--- src/rtl/core/fpsm_pkg.sv ---
// Shared constants and the front-to-back command word of the five-point stencil block.
`timescale 1ns / 1ps
`default_nettype none

package fpsm_pkg;

    // Width of the grid_width register; it also bounds every column and count.
    localparam int COL_BITS = 6;

    localparam logic [COL_BITS-1:0] GRID_WIDTH_RESET = 6'd8;

    // Command for one accepted sample, built by the front and carried out by the back.
    typedef struct packed {
        logic                due;          // the position one row back is complete
        logic                last;         // flush the waiting positions after this one
        logic [COL_BITS-1:0] col;          // column of this sample and of the due centre
        logic                first;        // due centre lies in row zero
        logic [COL_BITS-1:0] flush_col;    // column of the oldest waiting position
        logic [COL_BITS-1:0] flush_d;      // its distance back in the history
        logic                flush_first;  // oldest waiting position lies in row zero
    } t_cmd;

endpackage

`default_nettype wire

--- src/rtl/core/fpsm_ram.sv ---
// Generic single-write, single-read RAM with registered read data.
`timescale 1ns / 1ps
`default_nettype none

module fpsm_ram #(
    parameter int WIDTH = 32,
    parameter int DEPTH = 128
) (
    input  wire logic                     i_clk,
    input  wire logic                     i_we,
    input  wire logic [$clog2(DEPTH)-1:0] i_waddr,
    input  wire logic [WIDTH-1:0]         i_wdata,
    input  wire logic                     i_re,
    input  wire logic [$clog2(DEPTH)-1:0] i_raddr,
    output      logic [WIDTH-1:0]         o_rdata
);

    logic [WIDTH-1:0] r_mem [DEPTH];
    logic [WIDTH-1:0] r_rdata;

    always_ff @(posedge i_clk) begin
        if (i_we) begin
            r_mem[i_waddr] <= i_wdata;
        end
        if (i_re) begin
            r_rdata <= r_mem[i_raddr];
        end
    end

    assign o_rdata = r_rdata;

endmodule

`default_nettype wire

--- src/rtl/core/fpsm_front.sv ---
// Front end: tracks grid position per accepted sample and builds its command.
`timescale 1ns / 1ps
`default_nettype none

module fpsm_front
    import fpsm_pkg::*;
(
    input  wire logic                i_clk,
    input  wire logic                i_rst_n,
    input  wire logic [COL_BITS-1:0] i_width,
    input  wire logic                i_restart,
    input  wire logic                i_accept,
    input  wire logic                i_is_last,
    output      t_cmd                o_cmd
);

    logic [COL_BITS-1:0] r_col, n_col;
    logic                r_first, n_first;
    logic [COL_BITS-1:0] r_pending, n_pending;

    logic                due;
    logic                col_end;
    logic [COL_BITS-1:0] col_next;
    logic                first_after;
    logic [COL_BITS-1:0] pend_after;
    logic [COL_BITS:0]   flush_sum;

    always_comb begin
        due         = (r_pending == i_width);
        col_end     = (r_col == i_width - 1'b1);
        col_next    = col_end ? '0 : r_col + 1'b1;
        first_after = (due && col_end) ? 1'b0 : r_first;
        pend_after  = due ? r_pending : r_pending + 1'b1;
        // oldest waiting column: step back pend_after places, wrapping by width
        flush_sum   = {1'b0, col_next}
                    + ((col_next >= pend_after) ? {(COL_BITS+1){1'b0}} : {1'b0, i_width})
                    - {1'b0, pend_after};

        o_cmd.due         = due;
        o_cmd.last        = i_is_last;
        o_cmd.col         = r_col;
        o_cmd.first       = r_first;
        o_cmd.flush_col   = flush_sum[COL_BITS-1:0];
        o_cmd.flush_d     = pend_after - 1'b1;
        o_cmd.flush_first = first_after;

        n_col     = r_col;
        n_first   = r_first;
        n_pending = r_pending;
        if (i_restart || (i_accept && i_is_last)) begin
            n_col     = '0;
            n_first   = 1'b1;
            n_pending = '0;
        end else if (i_accept) begin
            n_col     = col_next;
            n_first   = first_after;
            n_pending = pend_after;
        end
    end

    always_ff @(posedge i_clk) begin
        if (!i_rst_n) begin
            r_col     <= '0;
            r_first   <= 1'b1;
            r_pending <= '0;
        end else begin
            r_col     <= n_col;
            r_first   <= n_first;
            r_pending <= n_pending;
        end
    end

endmodule

`default_nettype wire

--- src/rtl/core/fpsm_queue.sv ---
// Short register FIFO that decouples the front end from the back end.
`timescale 1ns / 1ps
`default_nettype none

module fpsm_queue #(
    parameter int WIDTH = 8,
    parameter int DEPTH = 4
) (
    input  wire logic             i_clk,
    input  wire logic             i_rst_n,
    input  wire logic             i_push,
    input  wire logic [WIDTH-1:0] i_data,
    output      logic             o_full,
    input  wire logic             i_pop,
    output      logic             o_valid,
    output      logic [WIDTH-1:0] o_data
);

    localparam int PTR_BITS = (DEPTH > 1) ? $clog2(DEPTH) : 1;
    localparam int CNT_BITS = $clog2(DEPTH + 1);

    logic [WIDTH-1:0]    r_mem [DEPTH];
    logic [PTR_BITS-1:0] r_wr_ptr, n_wr_ptr;
    logic [PTR_BITS-1:0] r_rd_ptr, n_rd_ptr;
    logic [CNT_BITS-1:0] r_count, n_count;

    always_comb begin
        n_wr_ptr = r_wr_ptr;
        n_rd_ptr = r_rd_ptr;
        n_count  = r_count;
        if (i_push) begin
            n_wr_ptr = (r_wr_ptr == PTR_BITS'(DEPTH - 1)) ? '0 : r_wr_ptr + 1'b1;
        end
        if (i_pop) begin
            n_rd_ptr = (r_rd_ptr == PTR_BITS'(DEPTH - 1)) ? '0 : r_rd_ptr + 1'b1;
        end
        case ({i_push, i_pop})
            2'b10:   n_count = r_count + 1'b1;
            2'b01:   n_count = r_count - 1'b1;
            default: n_count = r_count;
        endcase
    end

    always_ff @(posedge i_clk) begin
        if (i_push) begin
            r_mem[r_wr_ptr] <= i_data;
        end
        if (!i_rst_n) begin
            r_wr_ptr <= '0;
            r_rd_ptr <= '0;
            r_count  <= '0;
        end else begin
            r_wr_ptr <= n_wr_ptr;
            r_rd_ptr <= n_rd_ptr;
            r_count  <= n_count;
        end
    end

    assign o_full  = (r_count == CNT_BITS'(DEPTH));
    assign o_valid = (r_count != '0);
    assign o_data  = r_mem[r_rd_ptr];

endmodule

`default_nettype wire

--- src/rtl/core/fpsm_back.sv ---
// Back end: writes sample history and sequences stencil results through the history RAM.
`timescale 1ns / 1ps
`default_nettype none

module fpsm_back
    import fpsm_pkg::*;
#(
    parameter int SAMPLE_BITS = 32,
    parameter int HIST_DEPTH  = 127
) (
    input  wire logic                   i_clk,
    input  wire logic                   i_rst_n,
    input  wire logic [COL_BITS-1:0]    i_width,
    input  wire logic                   i_cmd_valid,
    input  wire t_cmd                   i_cmd,
    input  wire logic [SAMPLE_BITS-1:0] i_cmd_sample,
    output      logic                   o_cmd_pop,
    input  wire logic                   i_pop,
    output      logic                   o_valid,
    output      logic [SAMPLE_BITS+2:0] o_value,
    output      logic                   o_last
);

    localparam int OUT_BITS  = SAMPLE_BITS + 3;
    localparam int ADDR_BITS = (HIST_DEPTH > 1) ? $clog2(HIST_DEPTH) : 1;
    localparam int RING      = 1 << ADDR_BITS;

    localparam logic ST_IDLE = 1'b0;
    localparam logic ST_CALC = 1'b1;

    localparam logic [2:0] PH_CENTRE = 3'd0;
    localparam logic [2:0] PH_LEFT   = 3'd1;
    localparam logic [2:0] PH_RIGHT  = 3'd2;
    localparam logic [2:0] PH_UP     = 3'd3;
    localparam logic [2:0] PH_DONE   = 3'd4;

    logic                 r_state, n_state;
    logic [2:0]           r_phase, n_phase;
    logic [ADDR_BITS-1:0] r_wp, n_wp;
    logic [COL_BITS-1:0]  r_d, n_d;
    logic [COL_BITS-1:0]  r_c, n_c;
    logic                 r_first, n_first;
    logic                 r_in_flush, n_in_flush;
    logic                 r_do_flush, n_do_flush;
    logic [COL_BITS-1:0]  r_fl_c, n_fl_c;
    logic [COL_BITS-1:0]  r_fl_d, n_fl_d;
    logic                 r_fl_first, n_fl_first;
    logic [OUT_BITS-1:0]  r_acc, n_acc;
    logic                 r_out_valid, n_out_valid;
    logic [OUT_BITS-1:0]  r_out_value, n_out_value;
    logic                 r_out_last, n_out_last;

    logic                   ram_we;
    logic                   ram_re;
    logic [ADDR_BITS-1:0]   ram_raddr;
    logic [SAMPLE_BITS-1:0] ram_rdata;
    logic [COL_BITS:0]      rd_off;
    logic [OUT_BITS-1:0]    rd_ext;
    logic [OUT_BITS-1:0]    smp_ext;
    logic                   left_zero;
    logic                   right_zero;
    logic                   job_last;

    fpsm_ram #(
        .WIDTH (SAMPLE_BITS),
        .DEPTH (RING)
    ) u_hist (
        .i_clk   (i_clk),
        .i_we    (ram_we),
        .i_waddr (n_wp),
        .i_wdata (i_cmd_sample),
        .i_re    (ram_re),
        .i_raddr (ram_raddr),
        .o_rdata (ram_rdata)
    );

    always_comb begin
        rd_ext     = {{3{ram_rdata[SAMPLE_BITS-1]}}, ram_rdata};
        smp_ext    = {{3{i_cmd_sample[SAMPLE_BITS-1]}}, i_cmd_sample};
        job_last   = r_in_flush && (r_d == '0);
        left_zero  = (r_c == '0);
        right_zero = (r_c == i_width - 1'b1) || job_last;

        n_state     = r_state;
        n_phase     = r_phase;
        n_wp        = r_wp;
        n_d         = r_d;
        n_c         = r_c;
        n_first     = r_first;
        n_in_flush  = r_in_flush;
        n_do_flush  = r_do_flush;
        n_fl_c      = r_fl_c;
        n_fl_d      = r_fl_d;
        n_fl_first  = r_fl_first;
        n_acc       = r_acc;
        n_out_valid = r_out_valid;
        n_out_value = r_out_value;
        n_out_last  = r_out_last;
        o_cmd_pop   = 1'b0;
        ram_we      = 1'b0;
        ram_re      = 1'b0;
        rd_off      = {1'b0, r_d};

        if (i_pop && r_out_valid) begin
            n_out_valid = 1'b0;
        end

        case (r_state)
            ST_IDLE: begin
                if (i_cmd_valid) begin
                    o_cmd_pop  = 1'b1;
                    ram_we     = 1'b1;
                    n_wp       = r_wp + 1'b1;
                    n_fl_c     = i_cmd.flush_col;
                    n_fl_d     = i_cmd.flush_d;
                    n_fl_first = i_cmd.flush_first;
                    n_phase    = PH_CENTRE;
                    if (i_cmd.due) begin
                        // centre one row back, this sample is its lower neighbour
                        n_state    = ST_CALC;
                        n_d        = i_width;
                        n_c        = i_cmd.col;
                        n_first    = i_cmd.first;
                        n_in_flush = 1'b0;
                        n_do_flush = i_cmd.last;
                        n_acc      = {OUT_BITS{1'b0}} - smp_ext;
                    end else if (i_cmd.last) begin
                        n_state    = ST_CALC;
                        n_d        = i_cmd.flush_d;
                        n_c        = i_cmd.flush_col;
                        n_first    = i_cmd.flush_first;
                        n_in_flush = 1'b1;
                        n_do_flush = 1'b0;
                        n_acc      = '0;
                    end
                end
            end
            ST_CALC: begin
                case (r_phase)
                    PH_CENTRE: begin
                        ram_re  = 1'b1;
                        rd_off  = {1'b0, r_d};
                        n_phase = PH_LEFT;
                    end
                    PH_LEFT: begin
                        ram_re  = 1'b1;
                        rd_off  = {1'b0, r_d} + 1'b1;
                        n_acc   = r_acc + {rd_ext[OUT_BITS-3:0], 2'b00};
                        n_phase = PH_RIGHT;
                    end
                    PH_RIGHT: begin
                        ram_re  = 1'b1;
                        rd_off  = {1'b0, r_d} - 1'b1;
                        n_acc   = r_acc - (left_zero ? {OUT_BITS{1'b0}} : rd_ext);
                        n_phase = PH_UP;
                    end
                    PH_UP: begin
                        ram_re  = 1'b1;
                        rd_off  = {1'b0, r_d} + {1'b0, i_width};
                        n_acc   = r_acc - (right_zero ? {OUT_BITS{1'b0}} : rd_ext);
                        n_phase = PH_DONE;
                    end
                    PH_DONE: begin
                        // hold here until the output register is free
                        if (!r_out_valid || i_pop) begin
                            n_out_valid = 1'b1;
                            n_out_value = r_acc - (r_first ? {OUT_BITS{1'b0}} : rd_ext);
                            n_out_last  = job_last;
                            n_phase     = PH_CENTRE;
                            n_acc       = '0;
                            if (r_in_flush) begin
                                if (r_d == '0) begin
                                    n_state    = ST_IDLE;
                                    n_in_flush = 1'b0;
                                end else begin
                                    n_d = r_d - 1'b1;
                                    if (r_c == i_width - 1'b1) begin
                                        n_c     = '0;
                                        n_first = 1'b0;
                                    end else begin
                                        n_c = r_c + 1'b1;
                                    end
                                end
                            end else if (r_do_flush) begin
                                n_in_flush = 1'b1;
                                n_do_flush = 1'b0;
                                n_d        = r_fl_d;
                                n_c        = r_fl_c;
                                n_first    = r_fl_first;
                            end else begin
                                n_state = ST_IDLE;
                            end
                        end
                    end
                    default: begin
                        n_state = ST_IDLE;
                        n_phase = PH_CENTRE;
                    end
                endcase
            end
            default: begin
                n_state = ST_IDLE;
            end
        endcase

        ram_raddr = r_wp - ADDR_BITS'(rd_off);
    end

    always_ff @(posedge i_clk) begin
        if (!i_rst_n) begin
            r_state     <= ST_IDLE;
            r_phase     <= PH_CENTRE;
            r_wp        <= '0;
            r_in_flush  <= 1'b0;
            r_do_flush  <= 1'b0;
            r_out_valid <= 1'b0;
        end else begin
            r_state     <= n_state;
            r_phase     <= n_phase;
            r_wp        <= n_wp;
            r_in_flush  <= n_in_flush;
            r_do_flush  <= n_do_flush;
            r_out_valid <= n_out_valid;
        end
        r_d         <= n_d;
        r_c         <= n_c;
        r_first     <= n_first;
        r_fl_c      <= n_fl_c;
        r_fl_d      <= n_fl_d;
        r_fl_first  <= n_fl_first;
        r_acc       <= n_acc;
        r_out_value <= n_out_value;
        r_out_last  <= n_out_last;
    end

    assign o_valid = r_out_valid;
    assign o_value = r_out_value;
    assign o_last  = r_out_last;

endmodule

`default_nettype wire

--- src/rtl/core/five_point_stencil_matvec.sv ---
// Top level of the streaming five-point Laplacian stencil block.
//
//   channel   direction  handshake            word
//   -------   ---------  ---------            ----
//   sample    in         push / full          i_sample, i_is_last
//   result    out        empty / pop          o_stencil_value, o_last_result
//   config    in         i_cfg_we (no wait)   i_cfg_data (grid_width)
//
// The front accepts one word per cycle into a four-entry command queue while
// it has room. The back writes every word into the history RAM; a word that
// completes a position is followed by four reads through the single read port
// of the history RAM, and so is each flushed position after a last-marked
// word, up to grid_width of them.
// Reset is synchronous; the history RAM gets no clearing pass.
// A result held on the ports stalls the back at its final step; the front
// keeps taking words until the queue fills.
`timescale 1ns / 1ps
`default_nettype none

module five_point_stencil_matvec
    import fpsm_pkg::*;
#(
    parameter int MAX_WIDTH   = 63,
    parameter int SAMPLE_BITS = 32
) (
    input  wire logic                          i_clk,
    input  wire logic                          i_rst_n,
    input  wire logic                          push,
    output      logic                          full,
    input  wire logic signed [SAMPLE_BITS-1:0] i_sample,
    input  wire logic                          i_is_last,
    input  wire logic                          i_cfg_we,
    input  wire logic [COL_BITS-1:0]           i_cfg_data,
    output      logic                          empty,
    input  wire logic                          pop,
    output      logic signed [SAMPLE_BITS+2:0] o_stencil_value,
    output      logic                          o_last_result
);

    // two rows of history plus the centre's left neighbour
    localparam int HIST_DEPTH  = 2 * MAX_WIDTH + 1;
    localparam int QUEUE_DEPTH = 4;
    localparam int CMD_BITS    = $bits(t_cmd);
    localparam int QUEUE_BITS  = SAMPLE_BITS + CMD_BITS;

    logic [COL_BITS-1:0]    r_grid_width;
    logic [COL_BITS-1:0]    width_eff;
    logic                   accept;
    t_cmd                   front_cmd;
    logic                   q_full;
    logic                   q_valid;
    logic                   q_pop;
    logic [QUEUE_BITS-1:0]  q_data;
    logic                   out_valid;

    // Hold the width register; any write restarts the grid in the front.
    always_ff @(posedge i_clk) begin
        if (!i_rst_n) begin
            r_grid_width <= GRID_WIDTH_RESET;
        end else if (i_cfg_we) begin
            r_grid_width <= i_cfg_data;
        end
    end

    // Map width zero to one and clip to the history the RAM can hold.
    always_comb begin
        if (r_grid_width == '0) begin
            width_eff = COL_BITS'(1);
        end else if (r_grid_width > COL_BITS'(MAX_WIDTH)) begin
            width_eff = COL_BITS'(MAX_WIDTH);
        end else begin
            width_eff = r_grid_width;
        end
    end

    assign accept = push && !q_full;
    assign full   = q_full;

    fpsm_front u_front (
        .i_clk     (i_clk),
        .i_rst_n   (i_rst_n),
        .i_width   (width_eff),
        .i_restart (i_cfg_we),
        .i_accept  (accept),
        .i_is_last (i_is_last),
        .o_cmd     (front_cmd)
    );

    // Carry the raw sample alongside its command.
    fpsm_queue #(
        .WIDTH (QUEUE_BITS),
        .DEPTH (QUEUE_DEPTH)
    ) u_queue (
        .i_clk   (i_clk),
        .i_rst_n (i_rst_n),
        .i_push  (accept),
        .i_data  ({i_sample, front_cmd}),
        .o_full  (q_full),
        .i_pop   (q_pop),
        .o_valid (q_valid),
        .o_data  (q_data)
    );

    fpsm_back #(
        .SAMPLE_BITS (SAMPLE_BITS),
        .HIST_DEPTH  (HIST_DEPTH)
    ) u_back (
        .i_clk        (i_clk),
        .i_rst_n      (i_rst_n),
        .i_width      (width_eff),
        .i_cmd_valid  (q_valid),
        .i_cmd        (t_cmd'(q_data[CMD_BITS-1:0])),
        .i_cmd_sample (q_data[QUEUE_BITS-1 -: SAMPLE_BITS]),
        .o_cmd_pop    (q_pop),
        .i_pop        (pop),
        .o_valid      (out_valid),
        .o_value      (o_stencil_value),
        .o_last       (o_last_result)
    );

    assign empty = !out_valid;

endmodule

`default_nettype wire

--- config.mk ---
export PLATFORM = sky130hd
export DESIGN_NAME = five_point_stencil_matvec
export DESIGN_NICKNAME = d
export VERILOG_FILES = /design/src/rtl/core/fpsm_pkg.sv /design/src/rtl/core/fpsm_ram.sv /design/src/rtl/core/fpsm_front.sv /design/src/rtl/core/fpsm_queue.sv /design/src/rtl/core/fpsm_back.sv /design/src/rtl/core/five_point_stencil_matvec.sv
export SDC_FILE = /design/constraint.sdc
export NUM_CORES = 2
export LEC_CHECK = 0
export BUFFER_PORTS_ARGS = -buffer_cell sky130_fd_sc_hd__buf_2
export CAP_MARGIN = 20
export CORE_ASPECT_RATIO = 0.9
export CORE_UTILIZATION = 45
export DETAILED_ROUTE_END_ITERATION = 7
export PLACE_DENSITY_LB_ADDON = 0.2
export RECOVER_POWER = 25
export SETUP_SLACK_MARGIN = 0.4
export SYNTH_ARGS = -nofsm -noshare
export SYNTH_HDL_FRONTEND = slang
export SYNTH_MEMORY_MAX_BITS = 65536
export SYNTH_SLANG_ARGS = --single-unit
--- constraint.sdc ---
create_clock -name i_clk -period 13.8 [get_ports i_clk]
set_input_delay 1.38 -clock i_clk [delete_from_list [all_inputs] [get_ports i_clk]]
set_output_delay 1.38 -clock i_clk [all_outputs]
set_load 0.02 [all_outputs]
==> impl_summary.md <==
Outcome
The run finished, with violations left. The checks that failed: max-capacitance violations, max-slew violations.

Routing
The routed layout has roughly 88k vias. After detailed routing, the number of remaining DRC violations is 0. The average detailed-routed wire length per instance is between 30 and 40 um. The remaining antenna violation count is 0. After the first detailed-routing iteration, the DRC count stood at ~12k. Wires add up to 486000 um. In the routed layout, each cell is associated on average with a via count of about 6.2.

Before antenna repair, the detailed router went through 6 iterations.

Synth
The main flop type after synthesis is sky130_fd_sc_hd__edfxtp_1. Counting every net in the synthesized netlist gives roughly 8.3k. Synthesis handed over a netlist of between 8k and 9k instances. The cell area that synthesis handed to floorplanning was 178000 um2. The synthesized area per cell is 21.9 um2. The number of synthesized register bits is ~4.5k. The total number of yosys warnings is 0. The share of the Yosys chip area taken by registers is 0.754.

After synthesis, the share of flip-flops with an asynchronous set or reset is 0. The count of flip-flops with a built-in enable after synthesis is approximately 4.4k. In this run, distinct cell masters in the synthesized netlist total 84.

Timing
Subtracting the final worst setup slack from the clock period gives ~9.2 ns. The clock tree skew after final layout is 0.0816 ns. Summed over all failing endpoints, the final setup total negative slack is 0 ns. Headroom to the max-slew limit came out at -1.92. The slew at the pin closest to its max-slew limit is between 4 and 5 ns.

Setup repair after global routing left no endpoint under its margin. The maximum operating frequency is 109 MHz. The max-slew violation count is roughly 2.1k. Setup violations remaining at the end of the flow were counted as 0. The final hold violation count is 0.

Dividing the final minimum period by the clock period gives 0.664.

Clock tree
Clock-pin slew was measured on the worst setup and hold paths at around 0.060 ns. The latest clock arrival within the worst-skew pair is 1.00 ns. The clock tree root driver cell is sky130_fd_sc_hd__clkbuf_16. The number of buffers added for setup after CTS is 0. In this run, CTS created clock tree buffers numbering 449. The post-cts sizing count is 0. The clock passes through at most 4 buffers. The level count of the clock H-tree is 5. The cts-stage hold buffer count is 0.

TritonCTS built the clock tree. The count of clock tree sinks is ~4.5k.

Worst setup path
The critical path launch point type is a register. The data required time of the worst path is approximately 15 ns. STA classifies the critical path endpoint as a register. Along the worst path, the maximum fanout reaches about 120. The data arrival time of the critical path is about 9.9 ns. The start-to-end type of the worst setup path is reg2reg.

Global routing
For this run, the total global-route usage over all layers was measured as 0.242. Summed over all layers, the global routing overflow is 0. The first-pass GRT wire length is 679000 um. The initial antenna violation count came to 34. The pin count of the biggest net entering global routing is 143.

The number of global-route vias before repair came to approximately 90k.

Placed design
Once detailed placement completed, the half-perimeter wirelength came to about 270000 um. The count of input and output buffers is between 80 and 90. The final estimated routing congestion in global placement is between 0.8 and 0.9.

Die
The initial utilization of the core area, before any placement, comes to 0.453. The core region is a little under 400000 um2. In this run the count of I/O pins placed on the die edge is slightly above 80. The floorplan has around 220 rows. The die span in x is 665 um.

The floorplan step defined a die boundary enclosing 398000 um2. The overall die height is approximately 600 um.

Final layout
Of the cells placed in the final design, the portion with a size suffix greater than 1 is 0.275. The area added between synthesis and finish is 13.1%. The number of fill cells is 30.6k.

The final-stage net count is 8763. The library cell used most frequently in the layout, excluding fill and tap cells, is sky130_fd_sc_hd__edfxtp_1. The library cells used most frequently in the layout, excluding fill and tap cells, are sky130_fd_sc_hd__edfxtp_1 (4441), sky130_fd_sc_hd__mux4_2 (1325), sky130_fd_sc_hd__clkbuf_16 (454).

Worst hold path
In this run the worst hold path is classified as reg2reg.

Job
The number of maximum-capacitance violations is 34.
## worst paths after layout
check                           depth (start not counted)                   endpoint           startpoint  slack (ns)
worst max-delay path                                   17  u_back.u_hist.o_rdata[21]       u_back.r_state        4.64
worst min-delay path                                    2        u_queue.r_wr_ptr[1]  u_queue.r_wr_ptr[1]        0.50
worst max register to register                         17  u_back.u_hist.o_rdata[21]       u_back.r_state        4.64
worst min register to register                          2        u_queue.r_wr_ptr[1]  u_queue.r_wr_ptr[1]        0.50
## synth_stat cells, types with 8 or more instances
master | instances | share of area
sky130_fd_sc_hd__and2_1 | 41 | 0.0014
sky130_fd_sc_hd__fa_1 | 11 | 0.0012
sky130_fd_sc_hd__a311oi_1 | 32 | 0.0016
sky130_fd_sc_hd__nor2b_1 | 23 | 0.00081
sky130_fd_sc_hd__nand4_1 | 14 | 0.00049
sky130_fd_sc_hd__a211oi_1 | 15 | 0.00063
sky130_fd_sc_hd__edfxtp_1 | 4441 | 0.75
sky130_fd_sc_hd__nor2_1 | 260 | 0.0055
sky130_fd_sc_hd__clkbuf_1 | 268 | 0.0057
sky130_fd_sc_hd__nand2b_1 | 51 | 0.0018
sky130_fd_sc_hd__or3_1 | 11 | 0.00039
sky130_fd_sc_hd__o211ai_1 | 16 | 0.00068
sky130_fd_sc_hd__xor2_1 | 66 | 0.0032
sky130_fd_sc_hd__dfxtp_1 | 42 | 0.0047
sky130_fd_sc_hd__buf_2 | 27 | 0.00076
sky130_fd_sc_hd__mux4_2 | 1334 | 0.17
sky130_fd_sc_hd__mux2i_1 | 30 | 0.0017
sky130_fd_sc_hd__a21o_1 | 43 | 0.0018
sky130_fd_sc_hd__o21bai_1 | 19 | 0.00080
sky130_fd_sc_hd__o22ai_1 | 12 | 0.00042
sky130_fd_sc_hd__a31oi_1 | 10 | 0.00035
sky130_fd_sc_hd__buf_1 | 105 | 0.0022
sky130_fd_sc_hd__o221ai_1 | 9 | 0.00044
sky130_fd_sc_hd__a31o_1 | 34 | 0.0017
sky130_fd_sc_hd__o21ai_1 | 23 | 0.00065
sky130_fd_sc_hd__nor4_1 | 8 | 0.00028
sky130_fd_sc_hd__and2_0 | 9 | 0.00032
sky130_fd_sc_hd__a2111oi_0 | 36 | 0.0018
sky130_fd_sc_hd__a21oi_1 | 127 | 0.0036
sky130_fd_sc_hd__xnor2_1 | 114 | 0.0056
sky130_fd_sc_hd__nand2_1 | 349 | 0.0074
sky130_fd_sc_hd__inv_1 | 76 | 0.0016
sky130_fd_sc_hd__ha_1 | 138 | 0.0097
sky130_fd_sc_hd__and3_1 | 18 | 0.00063
sky130_fd_sc_hd__o21ai_0 | 67 | 0.0019
sky130_fd_sc_hd__nand3_1 | 104 | 0.0029
sky130_fd_sc_hd__nor3_1 | 29 | 0.00082
## sequential cells by signal, summed over array words and instances, names as in the netlist, 2 cells and up, named ones only
| signal | count |
|---|---|
| r_grid_width | 6 |
| u_back.r_fl_c | 6 |
| u_back.u_hist.r_mem | 4096 |
| u_queue.r_count | 3 |
| u_front.r_col | 6 |
| u_back.r_wp | 7 |
| u_queue.r_rd_ptr | 2 |
| u_back.r_d | 6 |
| u_back.o_value | 35 |
| u_back.r_phase | 3 |
| u_back.r_fl_d | 6 |
| u_back.u_hist.o_rdata | 32 |
| u_queue.r_mem | 216 |
| u_back.r_acc | 35 |
| u_back.r_c | 6 |
| u_queue.r_wr_ptr | 2 |
| u_front.r_pending | 6 |
## through the flow
step           worst slack [ns]   util  area [um2]  cells  hold WS, ns
2_1_floorplan              7.76      -      178000   8143        0.449
4_1_cts                    6.03  0.513      201000  14100        0.504
3_3_place_gp               6.03  0.476      187000  13300        0.461
5_1_grt                    4.28  0.512      201000  14100        0.517
6_report                   4.64  0.512      201000  14100        0.503
3_5_place_dp               5.97  0.476      187000  13300        0.490
## per-layer routing
layer | vias to the layer above | global-route usage | share of wire
met5 | - | 0 | 0.00011
met4 | 8 | 0.0692 | 0.030
met3 | 698 | 0.0560 | 0.10
met2 | 4162 | 0.374 | 0.46
met1 | 47900 | 0.349 | 0.41
li1 | 35200 | - | -
## worst max-delay path, stage by stage, from the launching register on
cell and delay, ns:
sky130_fd_sc_hd__dfxtp_2 0.31, sky130_fd_sc_hd__clkbuf_1 1.80, sky130_fd_sc_hd__nand2_1 0.35, sky130_fd_sc_hd__nor2_1 0.25
sky130_fd_sc_hd__buf_4 0.24, sky130_fd_sc_hd__nand2_1 0.09, sky130_fd_sc_hd__o21ai_0 0.18, sky130_fd_sc_hd__ha_4 0.20
sky130_fd_sc_hd__inv_2 0.04, sky130_fd_sc_hd__fa_4 1.36, sky130_fd_sc_hd__buf_12 0.64, sky130_fd_sc_hd__buf_12 0.49
sky130_fd_sc_hd__buf_4 0.61, sky130_fd_sc_hd__mux4_2 0.41, sky130_fd_sc_hd__mux4_2 0.48, sky130_fd_sc_hd__nand2_1 0.09
sky130_fd_sc_hd__nand3_1 0.58, sky130_fd_sc_hd__a31o_1 0.44
## cell families after synthesis
group	synth area share
flip-flops	0.754
multiplexers	0.171
AND/OR/NAND/NOR	0.0246
AO/OA/AOI/OAI	0.0201
buffers and inverters	0.0105
XOR/XNOR	0.00886
adder cells (fa/ha/maj)	0.0109
## area by class of cell
cell class              count  area [um2]  share of cell area
repair buffers            380        2700              0.0134
clock inverters           246        2500              0.0124
flip-flops and latches   4483      134000               0.667
well taps                5170        6470              0.0321
inverters                  80         300             0.00149
multi-input cells        3176       43200               0.215
clock buffers             556       11800              0.0588
diodes                      8        20.0           0.0000995
Power is not shown: default switching activity piles up to over one toggle a cycle in this logic, so the estimate is an artifact.
